===== config.mk =====
export PLATFORM = sky130hd
export DESIGN_NAME = att_cordic
export DESIGN_NICKNAME = d
export VERILOG_FILES = /design/src/rtl/att_pkg.sv /design/src/rtl/att_cordic.sv
export SDC_FILE = /design/constraint.sdc
export NUM_CORES = 2
export LEC_CHECK = 0
export ABC_AREA = 1
export BUFFER_PORTS_ARGS = -buffer_cell sky130_fd_sc_hd__buf_2
export CORE_ASPECT_RATIO = 1.1
export CORE_MARGIN = 2
export CORE_UTILIZATION = 55
export DETAILED_ROUTE_END_ITERATION = 8
export PLACE_DENSITY = 0.71
export SYNTH_ARGS = -nofsm -noshare
export SYNTH_HDL_FRONTEND = slang
export SYNTH_SLANG_ARGS = --single-unit

===== constraint.sdc =====
create_clock -name i_clk -period 9.18 [get_ports i_clk]
set_input_delay 0.459 -clock i_clk [delete_from_list [all_inputs] [get_ports i_clk]]
set_output_delay 0.459 -clock i_clk [all_outputs]
set_load 0.01 [all_outputs]

===== src/rtl/att_pkg.sv =====
// Shared types, constants and the arctangent table for the tilt-angle pipeline.
package att_pkg;

    localparam int AXIS_W = 10;
    localparam int SQ_W   = 20;     // a^2 + b^2, at most 2*512^2
    localparam int RAD_W  = 18;     // sqrt(sq * 2^16) < 2^18
    localparam int CV_W   = 22;     // CORDIC x and y datapath
    localparam int ANG_W  = 17;     // angle/pi, Q1.15 plus guard bit
    localparam int SCL_W  = 10;
    localparam int OUT_W  = 10;
    localparam int ATAN_ENTRIES = 24;
    localparam logic signed [ANG_W-1:0] HALF_PI = 17'sd16384;

    typedef enum logic [0:0] {
        CFG_PITCH_SCALE = 1'b0,
        CFG_ROLL_SCALE  = 1'b1
    } t_cfg_idx;

    typedef struct packed {
        logic zero_num;   // numerator is zero: angle 0
        logic zero_den;   // denominator is zero: angle +-pi/2
        logic neg_num;
    } t_tilt_flags;

    function automatic logic signed [ANG_W-1:0] atan_lut(input logic [4:0] idx);
        logic signed [ANG_W-1:0] v;
        unique case (idx)
            5'd0:  v = 17'sd8192;
            5'd1:  v = 17'sd4836;
            5'd2:  v = 17'sd2555;
            5'd3:  v = 17'sd1297;
            5'd4:  v = 17'sd651;
            5'd5:  v = 17'sd326;
            5'd6:  v = 17'sd163;
            5'd7:  v = 17'sd81;
            5'd8:  v = 17'sd41;
            5'd9:  v = 17'sd20;
            5'd10: v = 17'sd10;
            5'd11: v = 17'sd5;
            5'd12: v = 17'sd3;
            5'd13: v = 17'sd1;
            5'd14: v = 17'sd1;
            default: v = '0;
        endcase
        return v;
    endfunction

endpackage


===== src/rtl/att_cordic.sv =====
// Pipelined vectoring CORDIC: angle/pi of atan2(y, x) in Q1.15, clamped.
module att_cordic
    import att_pkg::*;
#(
    parameter int CORDIC_STAGES = 16
) (
    input  logic                    i_clk,
    input  logic                    i_en,
    input  logic [RAD_W-1:0]        i_x,
    input  logic signed [AXIS_W-1:0] i_num,
    input  t_tilt_flags             i_flags,
    output logic signed [ANG_W-1:0] o_angle
);
    localparam int N = (CORDIC_STAGES < ATAN_ENTRIES) ? CORDIC_STAGES : ATAN_ENTRIES;

    logic signed [CV_W-1:0]   r_x [N+1];
    logic signed [CV_W-1:0]   r_y [N+1];
    logic signed [ANG_W+1:0]  r_z [N+1];
    t_tilt_flags              r_f [N+1];

    always_ff @(posedge i_clk) begin
        if (i_en) begin
            r_x[0] <= CV_W'(signed'({1'b0, i_x}));
            r_y[0] <= CV_W'(i_num) <<< 8;
            r_z[0] <= '0;
            r_f[0] <= i_flags;
        end
    end

    for (genvar i = 0; i < N; i++) begin : g_stage
        logic signed [CV_W-1:0] xs, ys;
        logic signed [ANG_W-1:0] a;
        always_comb begin
            xs = r_x[i] >>> i;
            ys = r_y[i] >>> i;
            a  = atan_lut(5'(i));
        end
        always_ff @(posedge i_clk) begin
            if (i_en) begin
                if (!r_y[i][CV_W-1]) begin
                    r_x[i+1] <= r_x[i] + ys;
                    r_y[i+1] <= r_y[i] - xs;
                    r_z[i+1] <= r_z[i] + (ANG_W+2)'(a);
                end else begin
                    r_x[i+1] <= r_x[i] - ys;
                    r_y[i+1] <= r_y[i] + xs;
                    r_z[i+1] <= r_z[i] - (ANG_W+2)'(a);
                end
                r_f[i+1] <= r_f[i];
            end
        end
    end

    always_comb begin
        priority if (r_f[N].zero_num)
            o_angle = '0;
        else if (r_f[N].zero_den)
            o_angle = r_f[N].neg_num ? -HALF_PI : HALF_PI;
        else if (r_z[N] > (ANG_W+2)'(HALF_PI))
            o_angle = HALF_PI;
        else if (r_z[N] < -(ANG_W+2)'(HALF_PI))
            o_angle = -HALF_PI;
        else
            o_angle = r_z[N][ANG_W-1:0];
    end
endmodule


Yosys cells after proc, flatten, opt, wreduce, memory -nomap -nowiden
Memory sizes are Yosys's and may differ from the RTL's.
Index checks and enable logic that the tools add are counted.
{ "word_totals": {"regBits": 0, "rom_bits": 0, "mem_bits_rw": 1122, "output_inout_bits": 17, "n_memories": 4, "latchBits": 0} }
{ "memory_table": {"columns": ["memory", "words", "width", "read_ports", "rd_ports_with_merged_regs", "write_ports", "line_no", "rtl"], "rows": [
  ["r_x", 17, 22, 16, 0, 17, "att_cordic.sv:16", "logic signed [CV_W-1:0] r_x [N+1];"],
  ["r_y", 17, 22, 16, 0, 17, "att_cordic.sv:17", "logic signed [CV_W-1:0] r_y [N+1];"],
  ["r_z", 17, 19, 17, 0, 17, "att_cordic.sv:18", "logic signed [ANG_W+1:0] r_z [N+1];"],
  ["r_f", 17, 3, 17, 0, 17, "att_cordic.sv:19", "t_tilt_flags r_f [N+1];"]
]} }
{ "op_classes": {"n_div": 0, "muxes": 151, "n_lt_le_gt_ge": 2, "add_sub_neg": 93, "n_mul": 0, "eq_ne": 0, "n_shift": 0, "reduce_logical": 0, "bitwise": 48} }
{ "op_table": {"columns": ["operator", "n"], "rows": [
  ["22-bit 2-to-1 mux", 32],
  ["19-bit 2-to-1 mux", 16],
  ["1-bit 2-to-1 mux", 98],
  ["17-bit 2-to-1 mux", 5],
  ["1-bit OR", 48],
  ["22-bit by 10-bit adder with 22-bit output", 2],
  ["22-bit by 11-bit adder with 22-bit output", 2],
  ["22-bit by 12-bit adder with 22-bit output", 2],
  ["22-bit by 13-bit adder with 22-bit output", 2],
  ["22-bit by 14-bit adder with 22-bit output", 2],
  ["22-bit by 15-bit adder with 22-bit output", 2],
  ["22-bit by 16-bit adder with 22-bit output", 2],
  ["22-bit by 17-bit adder with 22-bit output", 2],
  ["22-bit by 18-bit adder with 22-bit output", 2],
  ["22-bit by 19-bit adder with 22-bit output", 2],
  ["22-bit by 20-bit adder with 22-bit output", 2],
  ["22-bit by 21-bit adder with 22-bit output", 2],
  ["22-bit by 7-bit adder with 22-bit output", 2],
  ["22-bit by 8-bit adder with 22-bit output", 2],
  ["22-bit by 9-bit adder with 22-bit output", 2],
  ["22-bit by 10-bit subtractor with 22-bit output", 2],
  ["22-bit by 11-bit subtractor with 22-bit output", 2],
  ["22-bit by 12-bit subtractor with 22-bit output", 2],
  ["22-bit by 13-bit subtractor with 22-bit output", 2],
  ["other kinds (43)", 57]
]} }

Longest topological paths before layout
An unclocked memory read counts as a cell.
{ "logic_depth": {"word_depth": 6, "ltp_mapped": 22, "mapped_depth_nobuf": 22} }

Least setup slack after synthesis
OpenSTA, ideal clock, no wires.
{ "synth_timing": {"path_type": "input-to-reg", "start": "input i_en", "end": "memory r_x[10][0] (enable)", "setup_slack_ns": 6.147, "path_stages": 3, "setup_ns": 0.442, "t_required_ns": 8.738, "arrival_ns": 2.592, "path_buffers": 3, "cell_sequence": "buf_6 > clkbuf_1 > clkbuf_1"} }
{ "synth_lines": {"columns": ["element", "line_no", "rtl"], "rows": [
  ["from (decl)", "att_cordic.sv:8", "input logic i_en,"],
  ["to (decl)", "att_cordic.sv:16", null]
]} }

==> impl.org <==
** Worst setup path
- Endpoint type of the worst setup path :: flop
- Critical path buffer and inverter count :: 1
- CP max stage cell :: inv_1
- The signal on the critical path passes through nand2_2 > inv_1 > o21ai_0 > fa_1 > nand3_1 > nand2_1 > nand2_1 > nand2_1 > nand2_1 > nand2_1 > nand2_1 > nand2_1 > nand2_1 > nand2_1.
- For this run, the slowest stage of the critical path takes about 0.99 ns.
- CP Data Arrival Time :: 4.94 ns
- In this design, the critical path's most frequently occurring cell is nand2_1.
- Kind of start point of the critical path :: flop
- Crit path max-delay family :: simple AND/OR/NAND/NOR gates
- For the worst setup path, the data required time is 9.62 ns.
- The critical path in this run is classified as reg2reg.
- In this run the worst path has a maximum fanout of 34.

** Job
- Max-capacitance violation count :: 0

** Final layout
- Relative to the synthesized area, the layout overhead comes to 7.65%.
- Multi-input gate area in the final layout :: 0.0483 sq mm
- In the final layout, flip-flops and latches occupy between 0.02 and 0.03 sq mm.
- Layout Nets :: 11700
- Commonest cells after routing, fill and taps aside :: nand2_1 (2906), inv_1 (1302), nor2_1 (1050)
- Most common cell after layout, fill and taps aside :: nand2_1
- After routing the design area is 0.0867 sq mm.
- Final-layout fill cell count :: 13600
- The number of antenna diodes in the final layout is 0.
- Of the cells placed in the final design, the portion with a size suffix greater than 1 is 0.0269.

** Logic synthesis
- Ys flop type :: edfxtp_1
- Multiplexer share of the synthesized area :: 0.000249
- Counting every instance in the synthesized netlist gives 10700.
- By area, the combinational part of the netlist is dominated by simple AND/OR/NAND/NOR gates.
- EDFF count, synth :: 893
- After synthesis, the mean cell area works out to approximately 7.5 sq um.
- Synthesis produced a netlist with a net count of 11600.
- Share of the synthesized area in compound gates (AO/OA/AOI/OAI) :: 0.108
- In the synthesized netlist the async set-or-reset flop fraction comes to 0.
- Simple-gate share of the synthesized area :: 0.263
- Summed instance area of the synthesized netlist :: roughly 0.08 sq mm
- Ys Warns :: 0
- Sequential fraction of the synthesis area :: 0.333
- FF+latch count, synth :: 893
- Number of distinct standard cells referenced by the synthesized netlist :: between 50 and 60
- Xor and xnor fraction of the mapped netlist area :: 0.0858
- Of the total synthesized cell area, the portion taken by full adders, half adders and majority gates is 0.143.

** Placed design
- Final Wtd Congestion :: 0.984
- Summing all placed instances gives a cell area of 0.0829 sq mm.
- In this run the tool buffered the top-level ports with 48 buffer cells.
- Half-perimeter wire length of the detailed placement result :: around 190000 um

** Global routing
- Vias in the first global route :: around 70000
- Largest net degree at the start of global routing :: 148
- The first global-routing pass estimated roughly 370000 um of wire.
- The initial antenna violation count is 0.
- GRT Overall Usage :: 0.308
- Overflow left after global routing :: 0

** Worst hold path
- Hold Path Class :: in2reg

** Clock tree
- The clock passes through at most 3 buffers.
- Max H-tree Level :: 3
- CTS saw 893 sinks.
- Post-cts sizing count :: 0
- The tree is rooted in a clkbuf_16.
- TritonCTS built the clock tree.
- Clock-pin slew was measured on the worst setup and hold paths at 0.06 ns.
- CTS buffer count :: 102
- Clock latency on the worst-skew pair :: 0.74 ns

** Routing
- Detailed routing inserted a total of 72300 vias.
- Antenna viol nets, final :: 0
- DRC violations left :: 0
- Dividing the detail-routed wire length by the instance count gives roughly 18 um.
- In this run, the number of DRC markers left after iteration 0 of detailed routing was between 6000 and 7000.
- For this run, the detailed router's first-pass iteration total came to 9.
- Wire length reported by the detailed router :: roughly 230000 um
- Detailed-route vias per instance :: 5.64

** Timing
- The count of endpoints failing hold in the final timing report came to 0.
- Achievable clock frequency :: 222 MHz
- Headroom to the max-slew limit came out at 0.264.
- After routing, the total negative slack on setup checks comes to 0 ns.
- In the finished design, the share of the clock period the worst path needs comes to 0.490.
- Setup repair after global routing left no endpoint under its margin.
- On the final layout, the worst clock skew is 0.0377 ns.
- For the pin with the worst max-slew slack, the measured transition is 1.10 ns.
- Total setup violations reported at the end of the flow :: 0
- Max-slew violations :: 0
- The routed design could run at a clock period as short as 4.50 ns.

** Die
- Row count :: 147
- The die is 405 um tall.
- Core area :: roughly 0.15 sq mm
- The die covers 0.149 sq mm.
- From left edge to right edge, the die measures 369 um.
- # IOs :: 50
- Initial Util :: 0.553

** Run status
- Status :: finished, final reports clean
[worst reg2reg max path, cell delays in order (launching register included)]
cell and delay, ns:
edfxtp_1 0.68, nand2_2 0.51, inv_1 1.02, o21ai_0 0.53, fa_1 0.56, nand3_1 0.09, nand2_1 0.13, nand2_1 0.10
nand2_1 0.11, nand2_1 0.08, nand2_1 0.11, nand2_1 0.10, nand2_1 0.05, nand2_1 0.05, nand2_1 0.11
[final cells by class]
cell class,count,share of cell area
clock inverter,75,0.00936
inverter,1319,0.0572
sequential,893,0.309
tap,1937,0.0280
timing repair buffer,92,0.00803
clock buffer,116,0.0306
multi-input combinational,8379,0.558
[metrics by stage]
stage	util	instances	worst slack [ns]	hold WS [ns]
after floorplan	-	10700	6.15	0.400
after global placement	0.569	12600	4.11	0.401
after global routing	0.595	12800	4.33	0.233
after CTS	0.595	12800	4.71	0.194
final	0.595	12800	4.68	0.217
after detailed placement	0.569	12600	4.05	0.405
[layer usage]
layer | GRT usage | share of wire | vias to the layer above
met5 | 0 | 0 | -
met4 | 0.109 | 0.035 | 0
met3 | 0.0326 | 0.060 | 436
met2 | 0.515 | 0.46 | 2311
met1 | 0.414 | 0.44 | 33500
li1 | - | - | 36000
[synth_stat cells (26+ instances only)]
| library cell | n | area [sq um] |
|---|---|---|
| a21o_1 | 60 | 450 |
| a21oi_1 | 786 | 3930 |
| a31oi_1 | 75 | 469 |
| and2_1 | 26 | 163 |
| buf_2 | 33 | 165 |
| clkbuf_1 | 29 | 109 |
| edfxtp_1 | 893 | 26800 |
| fa_1 | 37 | 741 |
| ha_1 | 860 | 10800 |
| inv_1 | 1302 | 4890 |
| nand2_1 | 2906 | 10900 |
| nand3_1 | 705 | 3530 |
| nand3b_1 | 27 | 203 |
| nand4_1 | 170 | 1060 |
| nor2_1 | 1050 | 3940 |
| nor3_1 | 128 | 641 |
| nor4_1 | 39 | 244 |
| o21a_1 | 32 | 240 |
| o21ai_0 | 414 | 2070 |
| o21bai_1 | 69 | 518 |
| o31ai_1 | 55 | 413 |
| xnor2_1 | 160 | 1400 |
| xor2_1 | 627 | 5490 |
[final timing paths]
kind	from	endpoint	slack, ns	cells past startpoint
min reg2reg	r_f[11][0]	r_f[12][0]	0.41	0
max reg2reg	r_y[6][21]	r_x[7][14]	4.68	14
min	i_en	r_x[12][21]	0.22	1
max	r_y[6][21]	r_x[7][14]	4.68	14
[flip-flops by register name, summed over array words and instances (netlist names)]
name	flops
r_y	296
r_x	291
r_z	255
r_f	51
[what timing repair did]
item / CTS / global route
hold endpoints to repair: 31 / 0
buffers inserted: 0 / 0
setup endpoints to repair: 0 / 0
hold buffers: 31 / 0
[cells by family (layout without fill, tap and decap cells)]
logic type / count (synthesis) / count (layout)
simple gates: 5124 / 5124
compound gates: 1567 / 1567
buf+inv: 1396 / 1602
fa+ha+maj: 897 / 897
flops: 893 / 893
xor+xnor: 788 / 788
mux: 2 / 2
other cells: 1 / 1
Power is left out: the tool's default activity adds up to more than one toggle a clock period on the data nets, which glitch-free logic cannot reach.
